File: src/design/qvr_pkg.sv
// ----------------------------------------------------------------------------
// qvr_pkg: shared types and constants for the quaternion vector rotate unit
// Holds the fixed-point widths, the rounding constant, the command codes and
// the register indexes used by the rotation pipeline and its top level.
// ----------------------------------------------------------------------------
`default_nettype none

package qvr_pkg;

    // Quaternion format: signed Q1.15 per component.
    localparam int QUAT_W         = 16;
    localparam int QUAT_FRAC_BITS = 15;
    // Product of two quaternion components.
    localparam int QPROD_W        = 2 * QUAT_W;
    // Rotation matrix entry: a four-term sum, or a doubled two-term sum off the diagonal.
    localparam int MAT_W          = QPROD_W + 2;

    // Coordinate format: signed Q16.16.
    localparam int COORD_W        = 32;
    // Coordinates are split into a signed high half and an unsigned low half.
    localparam int COORD_SPLIT    = 16;
    localparam int PHI_W          = MAT_W + COORD_W - COORD_SPLIT;
    localparam int PLO_W          = MAT_W + COORD_SPLIT + 1;
    localparam int PROD_W         = MAT_W + COORD_W;

    // Matrix entries carry twice the quaternion fraction bits.
    localparam int RND_SHIFT      = 2 * QUAT_FRAC_BITS;
    localparam int RND_W          = PROD_W - RND_SHIFT;
    localparam int ACC_W          = (RND_W + 3 > COORD_W + 2) ? RND_W + 3 : COORD_W + 2;

    // Adding half an output LSB before the shift rounds to nearest, ties up.
    localparam logic signed [PROD_W-1:0] RND_HALF =
        {{(PROD_W-1){1'b0}}, 1'b1} << (RND_SHIFT - 1);

    localparam logic signed [COORD_W-1:0] COORD_MAX = {1'b0, {(COORD_W-1){1'b1}}};
    localparam logic signed [COORD_W-1:0] COORD_MIN = {1'b1, {(COORD_W-1){1'b0}}};

    // Configuration register indexes.
    localparam int CFG_IDX_W = 2;
    localparam logic [CFG_IDX_W-1:0] REG_QUAT_W = 2'd0;
    localparam logic [CFG_IDX_W-1:0] REG_QUAT_X = 2'd1;
    localparam logic [CFG_IDX_W-1:0] REG_QUAT_Y = 2'd2;
    localparam logic [CFG_IDX_W-1:0] REG_QUAT_Z = 2'd3;

    // Command codes.
    typedef enum logic [1:0] {
        CMD_ROT_VEC   = 2'd0,
        CMD_ROT_POINT = 2'd1,
        CMD_INV_VEC   = 2'd2,
        CMD_INV_POINT = 2'd3
    } qvr_cmd_t;

    typedef logic signed [QUAT_W-1:0]  quat_comp_t;
    typedef logic signed [COORD_W-1:0] coord_t;
    typedef logic signed [MAT_W-1:0]   mat_t;
    typedef logic signed [ACC_W-1:0]   acc_t;

    typedef mat_t   [2:0][2:0] mat3_t;
    typedef acc_t   [2:0]      acc3_t;
    typedef coord_t [2:0]      coord3_t;

    typedef struct packed {
        quat_comp_t w;
        quat_comp_t x;
        quat_comp_t y;
        quat_comp_t z;
    } qvr_quat_t;

    // One item as it travels down the pipeline.
    typedef struct packed {
        logic    point;
        logic    inverse;
        coord3_t coord;
        coord3_t offset;
    } qvr_item_t;

endpackage

`default_nettype wire

File: src/design/qvr_clamp.sv
// ----------------------------------------------------------------------------
// qvr_clamp: output saturation stage
// Clamps each wide row sum to the 32-bit coordinate range, flags any clamp
// and holds the result in the output register until it is taken.
// ----------------------------------------------------------------------------
`default_nettype none

module qvr_clamp (
    input  logic             aclk,
    input  logic             aresetn,
    input  logic             in_valid,
    output logic             in_ready,
    input  qvr_pkg::acc3_t   in_acc,
    output logic             out_valid,
    input  logic             out_ready,
    output qvr_pkg::coord3_t out_val,
    output logic             out_sat
);
    import qvr_pkg::*;

    logic    v6_reg, v6_next;
    logic    adv6;
    coord3_t val_next, val_reg;
    logic    sat_next, sat_reg;
    logic    [ACC_W-COORD_W:0] top_bits [3];
    logic    [2:0] ovf;

    assign adv6     = !v6_reg || out_ready;
    assign in_ready = adv6;

    always_comb begin
        v6_next = adv6 ? in_valid : v6_reg;
    end

    always_ff @(posedge aclk) begin
        if (!aresetn) begin
            v6_reg <= 1'b0;
        end else begin
            v6_reg <= v6_next;
        end
    end

    // A value fits when all bits from the coordinate sign bit upward agree.
    always_comb begin
        for (int i = 0; i < 3; i++) begin
            top_bits[i] = in_acc[i][ACC_W-1:COORD_W-1];
            ovf[i]      = !(&top_bits[i]) && (|top_bits[i]);
            if (!ovf[i]) begin
                val_next[i] = in_acc[i][COORD_W-1:0];
            end else if (in_acc[i][ACC_W-1]) begin
                val_next[i] = COORD_MIN;
            end else begin
                val_next[i] = COORD_MAX;
            end
        end
        sat_next = |ovf;
    end

    always_ff @(posedge aclk) begin
        if (adv6) begin
            val_reg <= val_next;
            sat_reg <= sat_next;
        end
    end

    assign out_valid = v6_reg;
    assign out_val   = val_reg;
    assign out_sat   = sat_reg;

endmodule

`default_nettype wire

File: config.mk
export PLATFORM = sky130hd
export DESIGN_NAME = qvr_clamp
export DESIGN_NICKNAME = d
export VERILOG_FILES = /design/src/design/qvr_pkg.sv /design/src/design/qvr_clamp.sv
export SDC_FILE = /design/constraint.sdc
export NUM_CORES = 1
export LEC_CHECK = 0
export CORE_MARGIN = 5
export CORE_UTILIZATION = 25
export CTS_BUF_LIST = sky130_fd_sc_hd__clkbuf_16
export DETAILED_ROUTE_END_ITERATION = 6
export DONT_BUFFER_PORTS = 1
export PLACE_DENSITY = 0.45
export SLEW_MARGIN = 20
export SYNTH_ARGS = -nofsm -noshare
export SYNTH_HDL_FRONTEND = slang
export SYNTH_SLANG_ARGS = --single-unit
File: constraint.sdc
create_clock -name aclk -period 6.5 [get_ports aclk]
set_clock_uncertainty 0.05 [all_clocks]
set_input_delay 1.625 -clock aclk [delete_from_list [all_inputs] [get_ports aclk]]
set_output_delay 1.625 -clock aclk [all_outputs]
set_load 0.1 [all_outputs]
==> results of run 1 <==
per-layer routing:
metal,wire length (um),track usage [%],share of wire (%)
met2,4870,16.4,51
met3,1140,5.59,12
met5,0,0,0
met1,3390,9.50,35
met4,204,4.87,2.1
area by class of cell:
| class | count | area, um2 |
|---|---|---|
| fill | 1603 | 11400 |
| sequential | 98 | 2930 |
| multi-input combinational | 117 | 886 |
| tap | 216 | 270 |
| clock buffer | 9 | 225 |
| clock inverter | 7 | 37.5 |
| timing repair buffer | 3 | 22.5 |
| inverter | 1 | 3.75 |
how the worst max path moves through the flow:
stage / to / slack, ns / cells after the start
after global routing: in_ready / 2.48 / 1
final: in_ready / 2.53 / 1
after CTS: in_ready / 2.50 / 1
after detailed placement: in_ready / 2.50 / 1
after floorplan: in_ready / 0.14 / 1
after global placement: in_ready / 2.52 / 1
registers in the layout (all words and copies together) (netlist names):
| signal | flops |
|---|---|
| out_val | 96 |
| out_sat | 1 |
| out_valid | 1 |
synth_stat cells:
master,n
nor4_1,6
a21boi_0,1
a21o_1,93
dfxtp_1,1
nand2_1,3
nand2b_1,1
clkbuf_1,3
inv_1,1
buf_4,3
buf_6,15
nand4_1,6
edfxtp_1,97
o21ai_2,3
nor2b_4,3
nand3_1,1
per-stage QoR:
stage,power (uW),util (%),worst slack (ns)
final,1610,27.7,2.53
after global routing,1670,27.7,2.48
after CTS,1640,27.7,2.50
after detailed placement,1160,26.0,2.50
after global placement,1150,26.0,2.52
after floorplan,1140,-,0.136
kinds of logic after synthesis:
| group | count (synthesis) | synth area share, % |
|---|---|---|
| flops | 98 | 73.1 |
| buf+inv | 22 | 5.15 |
| simple gates | 20 | 3.46 |
| compound gates | 97 | 18.3 |
power breakdown:
part | switching [uW] | total (uW) | internal [uW]
clock | 221 | 475 | 254
sequential | 337 | 1090 | 749
combinational | 32.3 | 53.3 | 21.0
total | 591 | 1610 | 1020
==> impl_metrics.json, run 1 <==
{
  "placedCellCount": 435,
  "antenna_found_initial": 0,
  "rsz0062_at_grt": "false",
  "maxCapViolations": 0,
  "stdcell_area_um2": 4380,
  "hold_end": "out_val[31]",
  "first_global_vias": 2166,
  "drive_gt1_share_pct": 9.36,
  "cts_root_buffer": "clkbuf_16",
  "drc_errors": 0,
  "final_cell_mix": "edfxtp_1, a21o_1, clkbuf_16",
  "drv_slew": 0,
  "placed_cell_area_um2": 4120,
  "regToRegSetupSlack_ns": 3.75,
  "post-cts-setup-buffers": 0,
  "reg2reg_to": "out_val[49]",
  "ant_nets": 0,
  "synth_area_um2": 4010,
  "crit_path_start_kind": "input pin",
  "synth.distinct_cells": 15,
  "hp-start": "in_acc[38]",
  "yosysTopAreaCellShare_pct": 72.6,
  "hold_viol_final": 0,
  "tns_ns": 0,
  "routed_wl_mm": 9.60,
  "die_x_um": 137,
  "fin_nets": 351,
  "grt_first_pass_wirelength_mm": 13.0,
  "min_path_cells": 0,
  "htree_num_levels": 3,
  "diodes": 0,
  "die_area_um2": 18700,
  "postSynthCellCount": 237,
  "via_per_inst": 4.45,
  "yosys_warnings": 0,
  "yosys_register_bits": 98,
  "worstMarginPinSlew_ns": 1.04,
  "fmaxAchievable_mhz": 252,
  "setup.worst_path.end_class": "output port",
  "slew_headroom_pct": 30.9,
  "gr-total-overflow": 0,
  "drt_first_pass_iters": 4,
  "cts_buffers": 9,
  "synth.area.top_cells": "edfxtp_1, a21o_1, buf_6",
  "yosysTopAreaCell": "edfxtp_1",
  "dr_total_vias": 2009,
  "synth_nets": 358,
  "drt_iter0_drc": 94,
  "wire_per_inst_um": 21.3,
  "grt_max_degree": 58,
  "initial_core_util_pct": 25.3,
  "ctsHoldBuffers": 0,
  "ctsResizeCount": 0,
  "critical_path_required_ns": 4.83,
  "arrival_ns": 2.30,
  "crit_path_max_fanout": 43,
  "dp_hpwl_mm": 6.77,
  "worstSetupPathType": "input pin to output port",
  "setup_violations": 0,
  "grt_usage_pct": 9.73,
  "die-height_um": 137,
  "clk_pin_slew_ns": 0.06,
  "crit_path_max_incr_delay_ns": 0.66,
  "core_area_um2": 15800,
  "final_cells": 451,
  "final.min_clock_period_ns": 3.97,
  "yosysSeqAreaShare_pct": 73.1,
  "clock-sinks": 98,
  "period_share_pct": 61.1,
  "crit_family": "simple AND/OR/NAND/NOR gates",
  "ff2ff_path_depth": 2,
  "avgSynthCellArea_um2": 16.9,
  "path_buf_inv": 0,
  "ctsLongestPathBuffers": 2,
  "cts_tree": "built",
  "p_per_area_nw_per_um2": 369,
  "final_common_cell": "edfxtp_1",
  "crit_slowest_cell": "nand2b_4",
  "portBuffers": 0,
  "cp_cell_sequence": "nand2b_4",
  "area_growth_pct": 9.17,
  "hold_slack_ns": 1.33,
  "p_leak_uw": 0.00189,
  "hold_path_class": "input pin to flop",
  "routabilityCongestion": 0.740,
  "status": "finished clean",
  "r2r_start": "out_valid",
  "clk_latency_ns": 0.34,
  "io_pins": 220,
  "worst_ir_drop_vdd_uv": 119,
  "startpoint": "out_ready",
  "rows": 46
}
(Power assumes the default switching activity.)
==> inputs of run 2 (changes only) <==
==> constraint.sdc (replaced) <==
create_clock -name aclk -period 3.9 [get_ports aclk]
set_clock_uncertainty 0.05 [all_clocks]
set_input_delay 0.975 -clock aclk [delete_from_list [all_inputs] [get_ports aclk]]
set_output_delay 0.975 -clock aclk [all_outputs]
set_load 0.1 [all_outputs]
==> run 2 against run 1 <==
Compared with the run above:
- critical path depth decreased by 1
- global-route usage increased by 0.13 points
- core utilization increased by 0.43 points
- largest cell class unchanged
- sequential share of layout area decreased by 1.0 points
- clock-buffer cell count unchanged
- highest routed layer unchanged
- sequential power increased by 65%
- flip-flop and latch count unchanged
- critical endpoint is now out_val[25]
- total power increased by 76%
==> impl_metrics.json, run 2 (synthesis results as in run 1) <==
{
  "status": "finished clean",
  "dpl_worst_slack_ns": 1.40,
  "drv_slew": 0,
  "period_share_pct": 60.5,
  "dr_total_vias": 2045,
  "fin_util_pct": 28.1,
  "dp_hpwl_mm": 6.64,
  "initial_core_util_pct": 25.3,
  "final.min_clock_period_ns": 2.36,
  "die_x_um": 137,
  "route.top_layer_used": "met4",
  "critical_path_required_ns": 2.87,
  "fin_ws_ns": 1.54,
  "grt_usage_pct": 9.86,
  "portBuffers": 0,
  "die_area_um2": 18700,
  "hp-start": "in_acc[38]",
  "final_common_cell": "edfxtp_1",
  "grt_max_degree": 99,
  "met3WireLength_mm": 1.14,
  "grt_first_pass_wirelength_mm": 13.4,
  "worst_ir_drop_vdd_uv": 226,
  "ctsLongestPathBuffers": 2,
  "worstMarginPinSlew_ns": 0.967,
  "ant_nets": 0,
  "rows": 46,
  "p_leak_uw": 0.00194,
  "io_pins": 220,
  "tns_ns": 0,
  "gr-total-overflow": 0,
  "arrival_ns": 1.34,
  "seq_area_um2": 2930,
  "min_path_cells": 0,
  "area_growth_pct": 10.9,
  "wl_met2_mm": 4.89,
  "routed_wl_mm": 9.55,
  "maxCapViolations": 0,
  "r2r_start": "out_valid",
  "drt_first_pass_iters": 5,
  "setup.worst_path.end_class": "output port",
  "cts_root_buffer": "clkbuf_16",
  "multi_input_area_um2": 878,
  "ff2ff_path_depth": 3,
  "clock-sinks": 98,
  "worstSetupPathType": "flop to output port",
  "via_per_inst": 4.51,
  "cts_tree": "built",
  "wire_per_inst_um": 21.1,
  "crit_path_start_kind": "flop",
  "drc_errors": 0,
  "setup_violations": 0,
  "clk_latency_ns": 0.34,
  "fillers": 1587,
  "largest_reg_flops": 96,
  "p_per_area_nw_per_um2": 638,
  "ctsHoldBuffers": 0,
  "hold_end": "out_val[31]",
  "wl_met1_mm": 3.37,
  "antenna_found_initial": 0,
  "cts_buffers": 9,
  "crit_path_max_fanout": 1,
  "first_global_vias": 2220,
  "routabilityCongestion": 0.695,
  "hold_viol_final": 0,
  "rsz0062_at_grt": "false",
  "post-cts-setup-buffers": 0,
  "regToRegSetupSlack_ns": 2.11,
  "htree_num_levels": 3,
  "fmaxAchievable_mhz": 424,
  "core_area_um2": 15800,
  "ctsResizeCount": 0,
  "slew_headroom_pct": 35.7,
  "drive_gt1_share_pct": 10.5,
  "fin_nets": 353,
  "clk_pin_slew_ns": 0.07,
  "reg2reg_to": "out_val[61]",
  "drt_iter0_drc": 81,
  "diodes": 0,
  "die-height_um": 137,
  "hold_path_class": "input pin to flop",
  "final_cell_mix": "edfxtp_1, a21o_1, clkbuf_16"
}
## run 2: changes by cell type in the layout (fill, tap and decap cells not counted), sizes merged
cell      previous run  this run
clkinv               3         2
clkinvlp             3         0
bufinv               0         2
inv                  2         4
buf                  3         5
## run 2: worst max-delay path by stage
stage,end,from,cells after the start
finish,out_val[25],out_val[25],0
global route,out_val[27],out_val[27],0
CTS,out_val[30],out_val[30],0
detailed placement,out_sat,in_acc[38],5
global placement,out_sat,in_acc[38],5
floorplan,in_ready,out_ready,1
## run 2: area by class of cell
cell class | instances | area share (%)
clock inverter | 7 | 1.91
inverter | 1 | 0.0844
multi-input combinational | 117 | 19.8
tap | 216 | 6.08
clock buffer | 9 | 5.07
sequential | 98 | 66.0
timing repair buffer | 5 | 1.13
## run 2: per-layer routing
layer | vias up | global-route usage, %
li1 | 908 | -
met5 | - | 0
met4 | 0 | 4.03
met1 | 1010 | 10.4
met3 | 12 | 5.88
met2 | 115 | 16.0
## run 2: through the flow
stage / total power, uW / hold WS [ns] / instance area (um2) / instances
global placement: 1930 / 1.02 / 4140 / 437
global route: 2940 / 0.649 / 4450 / 453
detailed placement: 1930 / 1.02 / 4140 / 437
floorplan: 1900 / 1.06 / 4010 / 237
CTS: 2880 / 0.651 / 4450 / 453
finish: 2840 / 0.672 / 4450 / 453
## run 2: power breakdown
group / internal [uW] / switching, uW / leakage [uW] / total, uW
Clock: 557 / 381 / 0.000160 / 938
Combinational: 37.1 / 58.8 / 0.000769 / 95.9
Sequential: 1250 / 557 / 0.00101 / 1800
Total: 1840 / 997 / 0.00194 / 2840
